`config.mk`:
```
export PLATFORM = sky130hd
export DESIGN_NAME = modular_exponentiation_64
export DESIGN_NICKNAME = d
export VERILOG_FILES = /design/src/hw/rtl/modexp_pkg.sv /design/src/hw/rtl/modular_exponentiation_64.sv /design/src/hw/rtl/modexp_ctrl.sv /design/src/hw/rtl/modexp_dp.sv
export SDC_FILE = /design/constraint.sdc
export NUM_CORES = 2
export LEC_CHECK = 0
export ABC_AREA = 0
export BUFFER_PORTS_ARGS = -buffer_cell sky130_fd_sc_hd__buf_4
export CORE_ASPECT_RATIO = 1.1
export CORE_MARGIN = 2
export CORE_UTILIZATION = 46
export DETAILED_ROUTE_END_ITERATION = 16
export GPL_ROUTABILITY_DRIVEN = 1
export PLACE_DENSITY = 0.74
export SETUP_SLACK_MARGIN = 0.2
export SKIP_CTS_REPAIR_TIMING = 1
export SYNTH_ARGS = -nofsm -noshare
export SYNTH_HDL_FRONTEND = slang
export SYNTH_SLANG_ARGS = --single-unit
```
`constraint.sdc`:
```
create_clock -name clk_i -period 19.93 [get_ports clk_i]
set_clock_uncertainty 0.05 [all_clocks]
set_input_delay 3.986 -clock clk_i [delete_from_list [all_inputs] [get_ports clk_i]]
set_output_delay 3.986 -clock clk_i [all_outputs]
set_load 0.1 [all_outputs]
```
`src/hw/rtl/modexp_pkg.sv`:
```
// Shared constants and controller/datapath interface types for modular exponentiation.
`timescale 1ns / 1ps

package modexp_pkg;

  // Field widths fixed by the item format
  localparam int unsigned DATA_WIDTH      = 64;
  localparam int unsigned CFG_INDEX_WIDTH = 8;

  // Default operand width used by the arithmetic
  localparam int unsigned OPERAND_WIDTH_DEFAULT = 64;

  // Configuration register indexes
  localparam logic [CFG_INDEX_WIDTH-1:0] CFG_EXPONENT = CFG_INDEX_WIDTH'(0);
  localparam logic [CFG_INDEX_WIDTH-1:0] CFG_MODULUS  = CFG_INDEX_WIDTH'(1);

  // Commands from the controller to the datapath
  typedef struct packed {
    logic start;        // capture message, load exponent, set result to one
    logic red_step;     // one bit of the message reduction
    logic base_load;    // base takes the product register
    logic mul_setup;    // clear product, pick multiplicand, load multiplier
    logic mul_sel_acc;  // multiplicand is the running result, else the base
    logic mul_step;     // one bit of the modular multiply
    logic acc_load;     // running result takes the product register
    logic e_shift;      // drop the lowest exponent bit
    logic out_load;     // move the running result into the output register
  } modexp_cmd_t;

  // Status from the datapath to the controller
  typedef struct packed {
    logic e_zero;    // remaining exponent is zero
    logic e_lsb;     // lowest remaining exponent bit
    logic cnt_last;  // bit counter is on the final bit
    logic out_busy;  // output register holds an item that is not taken this cycle
  } modexp_sts_t;

endpackage

```
`src/hw/rtl/modular_exponentiation_64.sv`:
```
// Top level of the 64-bit modular exponentiation block.
`timescale 1ns / 1ps

// Computes power_result = message^exponent mod modulus on OPERAND_WIDTH-bit
// unsigned operands, one item at a time. Write exponent (index 0) and modulus
// (index 1) through the config port while the block is idle; a zero modulus
// write is ignored, both registers reset to 1. Each item first reduces the
// message by the modulus, one quotient bit per cycle, then scans the exponent
// from its lowest bit: every bit costs a squaring, and a set bit adds a
// multiply. All modular multiplies share one bit-serial double-and-add unit.
// A new item is accepted while the previous result still waits in the output
// register.
module modular_exponentiation_64 #(
  parameter int unsigned OPERAND_WIDTH = modexp_pkg::OPERAND_WIDTH_DEFAULT
) (
  input  logic                                  clk_i,
  input  logic                                  rst_ni,
  input  logic                                  cfg_valid_i,
  output logic                                  cfg_ready_o,
  input  logic [modexp_pkg::CFG_INDEX_WIDTH-1:0] cfg_index_i,
  input  logic [modexp_pkg::DATA_WIDTH-1:0]      cfg_data_i,
  input  logic                                  in_valid_i,
  output logic                                  in_ready_o,
  input  logic [modexp_pkg::DATA_WIDTH-1:0]      message_i,
  output logic                                  out_valid_o,
  input  logic                                  out_ready_i,
  output logic [modexp_pkg::DATA_WIDTH-1:0]      power_result_o
);
  import modexp_pkg::*;

  modexp_cmd_t cmd;
  modexp_sts_t sts;

  // Config writes complete at once
  assign cfg_ready_o = 1'b1;

  modexp_ctrl u_ctrl (
    .clk_i      (clk_i),
    .rst_ni     (rst_ni),
    .in_valid_i (in_valid_i),
    .in_ready_o (in_ready_o),
    .sts_i      (sts),
    .cmd_o      (cmd)
  );

  modexp_dp #(
    .OPERAND_WIDTH (OPERAND_WIDTH)
  ) u_dp (
    .clk_i          (clk_i),
    .rst_ni         (rst_ni),
    .cfg_valid_i    (cfg_valid_i),
    .cfg_index_i    (cfg_index_i),
    .cfg_data_i     (cfg_data_i),
    .message_i      (message_i),
    .cmd_i          (cmd),
    .sts_o          (sts),
    .out_valid_o    (out_valid_o),
    .out_ready_i    (out_ready_i),
    .power_result_o (power_result_o)
  );

endmodule

```
`src/hw/rtl/modexp_ctrl.sv`:
```
// Sequencer for message reduction and right-to-left square-and-multiply.
`timescale 1ns / 1ps

module modexp_ctrl (
  input  logic                   clk_i,
  input  logic                   rst_ni,
  input  logic                   in_valid_i,
  output logic                   in_ready_o,
  input  modexp_pkg::modexp_sts_t sts_i,
  output modexp_pkg::modexp_cmd_t cmd_o
);
  import modexp_pkg::*;

  typedef enum logic [2:0] {
    ST_IDLE,
    ST_REDUCE,
    ST_RED_END,
    ST_CHECK,
    ST_MUL_ACC,
    ST_ACC_END,
    ST_MUL_SQR,
    ST_SQR_END
  } state_e;

  state_e state_q, state_d;
  logic   finish_q, finish_d;

  // Decode commands and next state
  always_comb begin
    state_d  = state_q;
    finish_d = finish_q;
    cmd_o    = '0;
    case (state_q)
      ST_IDLE: begin
        if (finish_q) begin
          // hold the finished result until the output register is free
          if (!sts_i.out_busy) begin
            cmd_o.out_load = 1'b1;
            finish_d       = 1'b0;
          end
        end else if (in_valid_i) begin
          cmd_o.start = 1'b1;
          state_d     = ST_REDUCE;
        end
      end
      ST_REDUCE: begin
        cmd_o.red_step = 1'b1;
        if (sts_i.cnt_last) begin
          state_d = ST_RED_END;
        end
      end
      ST_RED_END: begin
        cmd_o.base_load = 1'b1;
        state_d         = ST_CHECK;
      end
      ST_CHECK: begin
        if (sts_i.e_zero) begin
          finish_d = 1'b1;
          state_d  = ST_IDLE;
        end else if (sts_i.e_lsb) begin
          cmd_o.mul_setup   = 1'b1;
          cmd_o.mul_sel_acc = 1'b1;
          state_d           = ST_MUL_ACC;
        end else begin
          cmd_o.mul_setup = 1'b1;
          state_d         = ST_MUL_SQR;
        end
      end
      ST_MUL_ACC: begin
        cmd_o.mul_step = 1'b1;
        if (sts_i.cnt_last) begin
          state_d = ST_ACC_END;
        end
      end
      ST_ACC_END: begin
        cmd_o.acc_load  = 1'b1;
        cmd_o.mul_setup = 1'b1;
        state_d         = ST_MUL_SQR;
      end
      ST_MUL_SQR: begin
        cmd_o.mul_step = 1'b1;
        if (sts_i.cnt_last) begin
          state_d = ST_SQR_END;
        end
      end
      ST_SQR_END: begin
        cmd_o.base_load = 1'b1;
        cmd_o.e_shift   = 1'b1;
        state_d         = ST_CHECK;
      end
      default: begin
        state_d  = ST_IDLE;
        finish_d = 1'b0;
      end
    endcase
  end

  assign in_ready_o = (state_q == ST_IDLE) && !finish_q;

  // Hold state
  always_ff @(posedge clk_i or negedge rst_ni) begin
    if (!rst_ni) begin
      state_q  <= ST_IDLE;
      finish_q <= 1'b0;
    end else begin
      state_q  <= state_d;
      finish_q <= finish_d;
    end
  end

endmodule

```
`src/hw/rtl/modexp_dp.sv`:
```
// Datapath: key registers, shared bit-serial modular multiplier/reducer, output register.
`timescale 1ns / 1ps

module modexp_dp #(
  parameter int unsigned OPERAND_WIDTH = modexp_pkg::OPERAND_WIDTH_DEFAULT
) (
  input  logic                                  clk_i,
  input  logic                                  rst_ni,
  input  logic                                  cfg_valid_i,
  input  logic [modexp_pkg::CFG_INDEX_WIDTH-1:0] cfg_index_i,
  input  logic [modexp_pkg::DATA_WIDTH-1:0]      cfg_data_i,
  input  logic [modexp_pkg::DATA_WIDTH-1:0]      message_i,
  input  modexp_pkg::modexp_cmd_t                cmd_i,
  output modexp_pkg::modexp_sts_t                sts_o,
  output logic                                  out_valid_o,
  input  logic                                  out_ready_i,
  output logic [modexp_pkg::DATA_WIDTH-1:0]      power_result_o
);
  import modexp_pkg::*;

  localparam int unsigned W  = OPERAND_WIDTH;
  localparam int unsigned CW = $clog2(W);

  logic [W-1:0]  exponent_q, modulus_q;
  logic [W-1:0]  e_q, acc_q, base_q, a_q, x_q, p_q;
  logic [W-1:0]  p_d;
  logic [CW-1:0] cnt_q;
  logic [W-1:0]  result_q;
  logic          out_valid_q;

  logic [W-1:0]  cfg_val;
  logic [W:0]    red_rem, dbl, dbl_red_w, sum;
  logic [W-1:0]  dbl_red, addend, acc_red;

  // Key registers; the user must write them only while idle, the block does not enforce it
  assign cfg_val = cfg_data_i[W-1:0];

  always_ff @(posedge clk_i or negedge rst_ni) begin
    if (!rst_ni) begin
      exponent_q <= W'(1);
      modulus_q  <= W'(1);
    end else if (cfg_valid_i) begin
      if (cfg_index_i == CFG_EXPONENT) begin
        exponent_q <= cfg_val;
      end else if (cfg_index_i == CFG_MODULUS && cfg_val != '0) begin
        modulus_q <= cfg_val;
      end
    end
  end

  // Reduction step: shift in one message bit, subtract modulus when it fits
  assign red_rem = {p_q, x_q[W-1]};

  // Multiply step: double mod m, then add multiplicand mod m when the bit is set
  assign dbl       = {p_q, 1'b0};
  assign dbl_red_w = (dbl >= {1'b0, modulus_q}) ? dbl - {1'b0, modulus_q} : dbl;
  assign dbl_red   = dbl_red_w[W-1:0];
  assign addend    = x_q[W-1] ? a_q : '0;
  assign sum       = {1'b0, dbl_red} + {1'b0, addend};

  // Running result may be one with a modulus of one
  assign acc_red = (acc_q >= modulus_q) ? acc_q - modulus_q : acc_q;

  always_comb begin
    p_d = p_q;
    if (cmd_i.start || cmd_i.mul_setup) begin
      p_d = '0;
    end else if (cmd_i.red_step) begin
      p_d = (red_rem >= {1'b0, modulus_q}) ? W'(red_rem - {1'b0, modulus_q})
                                           : red_rem[W-1:0];
    end else if (cmd_i.mul_step) begin
      p_d = (sum >= {1'b0, modulus_q}) ? W'(sum - {1'b0, modulus_q}) : sum[W-1:0];
    end
  end

  // Operand and product registers
  always_ff @(posedge clk_i) begin
    p_q <= p_d;
    if (cmd_i.start) begin
      x_q   <= message_i[W-1:0];
      e_q   <= exponent_q;
      acc_q <= W'(1);
    end
    if (cmd_i.mul_setup) begin
      x_q <= base_q;
      a_q <= cmd_i.mul_sel_acc ? acc_red : base_q;
    end
    if (cmd_i.red_step || cmd_i.mul_step) begin
      x_q <= {x_q[W-2:0], 1'b0};
    end
    if (cmd_i.base_load) begin
      base_q <= p_q;
    end
    if (cmd_i.acc_load) begin
      acc_q <= p_q;
    end
    if (cmd_i.e_shift) begin
      e_q <= {1'b0, e_q[W-1:1]};
    end
  end

  // Bit counter for reduction and multiply passes
  always_ff @(posedge clk_i or negedge rst_ni) begin
    if (!rst_ni) begin
      cnt_q <= '0;
    end else if (cmd_i.start || cmd_i.mul_setup) begin
      cnt_q <= '0;
    end else if (cmd_i.red_step || cmd_i.mul_step) begin
      cnt_q <= cnt_q + CW'(1);
    end
  end

  // Output register
  always_ff @(posedge clk_i or negedge rst_ni) begin
    if (!rst_ni) begin
      out_valid_q <= 1'b0;
    end else if (cmd_i.out_load) begin
      out_valid_q <= 1'b1;
    end else if (out_ready_i) begin
      out_valid_q <= 1'b0;
    end
  end

  always_ff @(posedge clk_i) begin
    if (cmd_i.out_load) begin
      result_q <= acc_q;
    end
  end

  assign out_valid_o    = out_valid_q;
  assign power_result_o = DATA_WIDTH'(result_q);

  assign sts_o.e_zero   = (e_q == '0);
  assign sts_o.e_lsb    = e_q[0];
  assign sts_o.cnt_last = (cnt_q == CW'(W - 1));
  assign sts_o.out_busy = out_valid_q && !out_ready_i;

`ifndef NO_ASSERTIONS
  a_mod_zero_ignored: assert property (@(posedge clk_i) disable iff (!rst_ni)
    cfg_valid_i && cfg_index_i == CFG_MODULUS && cfg_val == '0 |=> $stable(modulus_q))
    else $error("zero modulus write changed the modulus");

  a_mul_reduced: assert property (@(posedge clk_i) disable iff (!rst_ni)
    cmd_i.mul_step |=> p_q < modulus_q)
    else $error("product register left the residue range");

  a_acc_reduced: assert property (@(posedge clk_i) disable iff (!rst_ni)
    cmd_i.acc_load |=> acc_q < modulus_q)
    else $error("running result not reduced after multiply");

  a_start_loads_exp: assert property (@(posedge clk_i) disable iff (!rst_ni)
    cmd_i.start |=> e_q == exponent_q && acc_q == W'(1))
    else $error("item start did not load exponent and result");
`endif

endmodule
```
# Yosys cells after proc, flatten, opt, wreduce, memory -nomap -nowiden
# Cells that the tools add are included.
# classes
n_addsub,6
order_cmp,4
eq_ne,15
n_mux,46
bitwise,1
n_reduce_logical,25
# ops
cell,count
64-bit two-way mux,13
64-bit subtractor,4
65-bit by 64-bit greater-or-equal comparator with 1-bit output,3
63-bit two-way mux,2
64-bit by 64-bit adder with 65-bit output,1
64-bit greater-or-equal comparator,1
64-bit logical NOT,1
64-bit nonzero test,1
3-bit one-hot mux with 7 select lines,1
1-bit two-way mux,18
3-bit two-way mux,6
2-bit nonzero test,7
3-bit equality test (second input constant),4
6-bit two-way mux,2
2-bit inequality test (second input constant),6
8-bit by 1-bit equality test with 1-bit output (second input constant),1
8-bit logical NOT,1
6-bit by 1-bit adder with 6-bit output (second input constant),1
3-bit by 2-bit equality test with 1-bit output (second input constant),2
6-bit equality test (second input constant),1
5-bit AND reduction,1
2-bit two-way mux,2
1-bit one-hot mux with 2 select lines,2
2-bit AND reduction,2
other kinds (9),14
# totals
reg_bits,587
in_bits,141
out_inout_bits,67
elab_cells,112

# Longest topological paths before layout
# logic_depth
ltp_word,7
mapped_depth,39
depth_no_buf,34

# Hierarchy
# Synthesis repeated with hierarchy kept, for this count alone.
# unflattened
cells_unflattened,4839
area_unflattened_um2,43256.5
# by_module_without_submodules
module,n_inst,cells_per_inst,area_each_um2
modexp_dp,1,4799,42932.4
modexp_ctrl,1,38,312.8
modular_exponentiation_64,1,2,11.3

# Worst setup path before layout
# OpenSTA, ideal clock, no wires.
# synth_timing
path_type,input-to-reg
startpoint,input in_valid_i
endpoint,register u_dp.x_q[10] (enable)
arrival_ns,9.197
setup_slack_ns,10.266
path_stages,9
n_path_buf,1
path_cell_list,nor2b_1 -> nand2b_1 -> nor2_1 -> a21oi_1 -> nor2_1 -> or2_2 -> clkbuf_1 -> nor2_1 -> inv_1
# synth_between
elab_chain_len,4
# synth_rtl
item,line,source
start: declaration,modular_exponentiation_64.sv:22,"input logic in_valid_i,"
1-bit two-way mux,modexp_ctrl.sv:41,end else if (in_valid_i) begin
1-bit two-way mux,modexp_ctrl.sv:35,if (finish_q) begin
1-bit two-way mux,modexp_ctrl.sv:33,case (state_q)
3-bit nonzero test (no line),n/a,
end signal: assignment,modexp_dp.sv:80,x_q <= message_i[W-1:0];
end signal: assignment,modexp_dp.sv:85,x_q <= base_q;
end signal: assignment,modexp_dp.sv:89,"x_q <= {x_q[W-2:0], 1'b0};"
end: declaration,modexp_dp.sv:25,"logic [W-1:0] e_q, acc_q, base_q, a_q, x_q, p_q;"
# No other way between the ends.
# A chain may end at the register's enable or synchronous reset.

# Final worst setup path
# layout_timing
startpoint,register u_dp.modulus_q[18]
endpoint,register u_dp.p_q[57]
# layout_between
elab_chain_len,7
elab_cells_between_ends,12
# layout_rtl
item,line,source
start: declaration,modexp_dp.sv:24,"logic [W-1:0] exponent_q, modulus_q;"
start signal: assignment,modexp_dp.sv:46,modulus_q <= cfg_val;
64-bit subtractor or 65-bit by 64-bit greater-or-equal comparator with 1-bit output (tied branches),modexp_dp.sv:56,"assign dbl_red_w = (dbl >= {1'b0, modulus_q}) ? dbl - {1'b0, modulus_q} : dbl;"
64-bit two-way mux,modexp_dp.sv:56,
64-bit by 64-bit adder with 65-bit output,modexp_dp.sv:59,"assign sum = {1'b0, dbl_red} + {1'b0, addend};"
64-bit subtractor or 65-bit by 64-bit greater-or-equal comparator with 1-bit output (tied branches),modexp_dp.sv:72,"p_d = (sum >= {1'b0, modulus_q}) ? W'(sum - {1'b0, modulus_q}) : sum[W-1:0];"
64-bit two-way mux,modexp_dp.sv:72,
64-bit two-way mux,modexp_dp.sv:71,end else if (cmd_i.mul_step) begin
64-bit two-way mux *,modexp_dp.sv:68,end else if (cmd_i.red_step) begin
end signal: assignment,modexp_dp.sv:78,p_q <= p_d;
end: declaration,modexp_dp.sv:25,
# Every way passes the cells marked *; elsewhere a longest branch is shown, timed or not. The select of a mux whose other input is x is not followed.

==> impl_results.md <==
- Outcome: completed
- Cell Area, Placed: 45,400 um2
- Chip height: 324 um
- Post-synthesis compound-gate area fraction: 21.9%
- Setup TNS: 0 ns
- Maximum number of pins on one net before global-route repair: 86
- Largest family of logic cells by synthesized area: compound AO/OA/AOI/OAI gates
- Drt total wl: 194,000 um
- Pint: 0.00400 W
- Synth cell count leaders: 655 x nand2_1, 548 x o21ai_0, 454 x a21oi_1
- Largest area contributor in the netlist: edfxtp_1
- Clock Tree Buf Depth: 3
- Yosys reg bits: 587
- Post-synthesis sequential area ratio: 38.0%
- Clk network pwr share: 15.4%
- CP Capture Type: register
- DRC: 0
- Overall routing resource usage: 39.7%
- Top-count cell post-synth: nand2_1
- Die width: 295 um
- WS Path Type: register to register
- CTS tree: done
- CP required: 20.48 ns
- CTS Sinks: 587
- Post-Synth XOR/XNOR Area: 5.99%
- Period utilisation layout: 60.2%
- CP Max Fanout: 54
- Clk pin slew, worst setup/hold paths: 0.07 ns
- Initial antenna violation count: 15
- Final setup vio count: 0
- Final hold violation count: 0
- Slew @ Worst Pin: 1.41 ns
- Switching portion of total power: 50.8%
- TritonCTS Buffers: 69
- Rel. slew slack: 5.06%
- Beginning of the critical path: u_dp.modulus_q[18]$_DFFE_PN0P_
- Reg-to-reg startpoint: u_dp.modulus_q[18]$_DFFE_PN0P_
- Area of the multi-input gates: 25,100 um2
- Area growth, synth to finish: 11.1%
- Comb pwr share: 57.7%
- Synth top area share: 26.8%
- Avg Cell Area, Syn: 8.74 um2
- Synthesized cell area: 42,900 um2
- Nets: 5,364
- Slowest stage delay, CP: 0.98 ns
- Startpoint class of the critical path: register
- Sequential share of power: 26.8%
- Proportion of layout cells with a drive suffix above 1: 11.2%
- Clk_lat worst skew: 0.67 ns
- Mux cell area share after synthesis: 5.58%
- Crit-path slowest cell: o21ai_0
- Async SR Flop Fraction: 23.7%
- Vias/cell: 6.53
- Via count: 41,000
- Initial DRT Pass Iterations: 6
- P_sw: 0.00412 W
- First-pass GRT wire length: 273,000 um
- Routed length per instance: 30.9 um
- Main area contributors after synthesis: edfxtp_1 27%, dfrtp_1 8.0%, ha_1 7.5%, o21ai_0 6.4%, nand2_1 5.7%
- Final Cell Area: 47,600 um2
- H-Tree Depth: 3
- Reg area: 16,300 um2
- Adder-cell share of the synthesized area: 7.76%
- Initial DRC count: 5,146
- Cell area power density: 171 nW/um2
- Post-synth EDFFs: 382
- Die ar.: 95,700 um2
- I/O pins: 208
- ANT nets after route: 0
- Hold WC Path Type: register to register
- Peak Freq: 83.3 MHz
- Core area: 92,500 um2
- Root Driver: clkbuf_16
- Worst hold start: u_dp.acc_q[8]$_SDFFCE_PN0P_
- Rows: 117
- Placed Cells: 6,138
- RSZ-0062 raised after global routing: no
- Vias in the first global route: 38,700
- Total of max-cap violations: 0
- Initial core utilization: 46.3%
- Simple-gate share of the synthesized area: 17.0%
- Leak Pwr: 19.2 nW
- Max-slew violations: 0
- Synth Flop Type: edfxtp_1
- Crit-path most repeated cell: o21ai_0
- Synth Warn #: 0
- Min Tclk post-route: 12.00 ns
- Cells after Synth: 4,905
- IO Port Bufs: 206
- Syn nets: 5,309
- Fin cells: 6,270
- Fillcell total: 8,811
- DPL Wire Length: 152,000 um
- Max IR drop VDD: 0.000125 V
- GRT overflow: 0
- CP Data Arrival Time: 12.55 ns
- RD Place Congestion: 1.06
- Distinct cells, synth: 91
[cell families (layout without fill, tap and decap cells)]
group                    Yosys count  after routing
adder cells (fa/ha/maj)          263            263
XOR/XNOR                         293            293
multiplexers                     223            223
flip-flops                       587            587
other                              1              8
AO/OA/AOI/OAI                   1560           1560
AND/OR/NAND/NOR                 1562           1562
buffers and inverters            416            525
[sequential cells by signal, summed over array words and instances (netlist names)]
name	count
u_dp.a_q	64
u_dp.exponent_q	64
u_dp.e_q	64
u_dp.x_q	64
u_ctrl.state_q	3
u_dp.base_q	64
u_dp.acc_q	64
u_dp.cnt_q	6
u_dp.modulus_q	64
u_dp.p_q	64
u_ctrl.finish_q	1
u_dp.out_valid_o	1
u_dp.power_result_o	64
[metal layers]
| layer | vias up | global-route usage, % | share of wire, % |
|---|---|---|---|
| met5 | - | 0 | 0.029 |
| met1 | 19800 | 54.9 | 42 |
| met2 | 2579 | 58.2 | 42 |
| met3 | 435 | 11.0 | 12 |
| met4 | 10 | 16.7 | 4.7 |
| li1 | 18100 | - | - |
[power groups by stage]
stage	Clock, W	Sequential [W]	Combinational (W)
2_1_floorplan	0	0.00204	0.00301
3_3_place_gp	0	0.00217	0.00449
3_5_place_dp	0	0.00218	0.00449
4_1_cts	0.00126	0.00216	0.00451
5_1_grt	0.00131	0.00220	0.00496
6_report	0.00125	0.00218	0.00469
[worst paths after layout]
check,to,slack [ns],cells past startpoint
worst max-delay path,u_dp.p_q[57]$_SDFFE_PN0P_,7.93,32
worst min-delay path,u_dp.power_result_o[8]$_DFFE_PP_,0.44,0
worst max register to register,u_dp.p_q[57]$_SDFFE_PN0P_,7.93,32
worst min register to register,u_dp.power_result_o[8]$_DFFE_PP_,0.44,0
max in group asynchronous,u_dp.exponent_q[44]$_DFFE_PN0P_,14.79,2
min in group asynchronous,u_dp.modulus_q[48]$_DFFE_PN0P_,3.36,1
[critical path: cells and delay by family (launching register included)]
kind	cells	cell delay, ns
AND/OR/NAND/NOR	9	3.34
flip-flops	1	0.35
adder cells (fa/ha/maj)	3	1.23
buffers and inverters	3	0.58
XOR/XNOR	1	0.52
AO/OA/AOI/OAI	16	5.74
[cell usage in the layout, fill, tap and decap left out, drive strengths merged, types with 66 or more instances in the layout]
master | synthesis | final
clkbuf | 236 | 85
xnor2 | 174 | 174
edfxtp | 382 | 382
inv | 140 | 151
dfrtp | 137 | 137
o21ai | 555 | 555
nand2 | 655 | 655
dfxtp | 66 | 66
a21oi | 455 | 455
xor2 | 119 | 119
nand4 | 102 | 102
ha | 258 | 258
nand3 | 98 | 98
mux2i | 94 | 94
nor2 | 286 | 286
mux2 | 129 | 129
a21o | 99 | 99
and2 | 147 | 147
buf | 40 | 260
a31oi | 69 | 69
[final cells by class]
type | count | share of cell area (%)
Clock inverter | 40 | 0.623
Antenna cell | 7 | 0.0368
Inverter | 140 | 1.10
Tap cell | 1249 | 3.28
Timing Repair Buffer | 260 | 4.11
Clock buffer | 85 | 3.93
Sequential cell | 587 | 34.2
Multi-Input combinational cell | 3902 | 52.7
[metrics by stage]
stage | worst slack [ns] | total power, W | hold slack (ns) | util (%)
6_report | 7.93 | 0.00812 | 0.444 | 51.5
5_1_grt | 7.61 | 0.00847 | 0.460 | 51.4
4_1_cts | 8.44 | 0.00793 | 0.445 | 51.4
3_5_place_dp | 8.51 | 0.00667 | 0.438 | 49.1
3_3_place_gp | 8.68 | 0.00665 | 0.426 | 49.1
2_1_floorplan | 10.27 | 0.00504 | 0.394 | -
No activity file was read; power rests on OpenSTA's default activity.
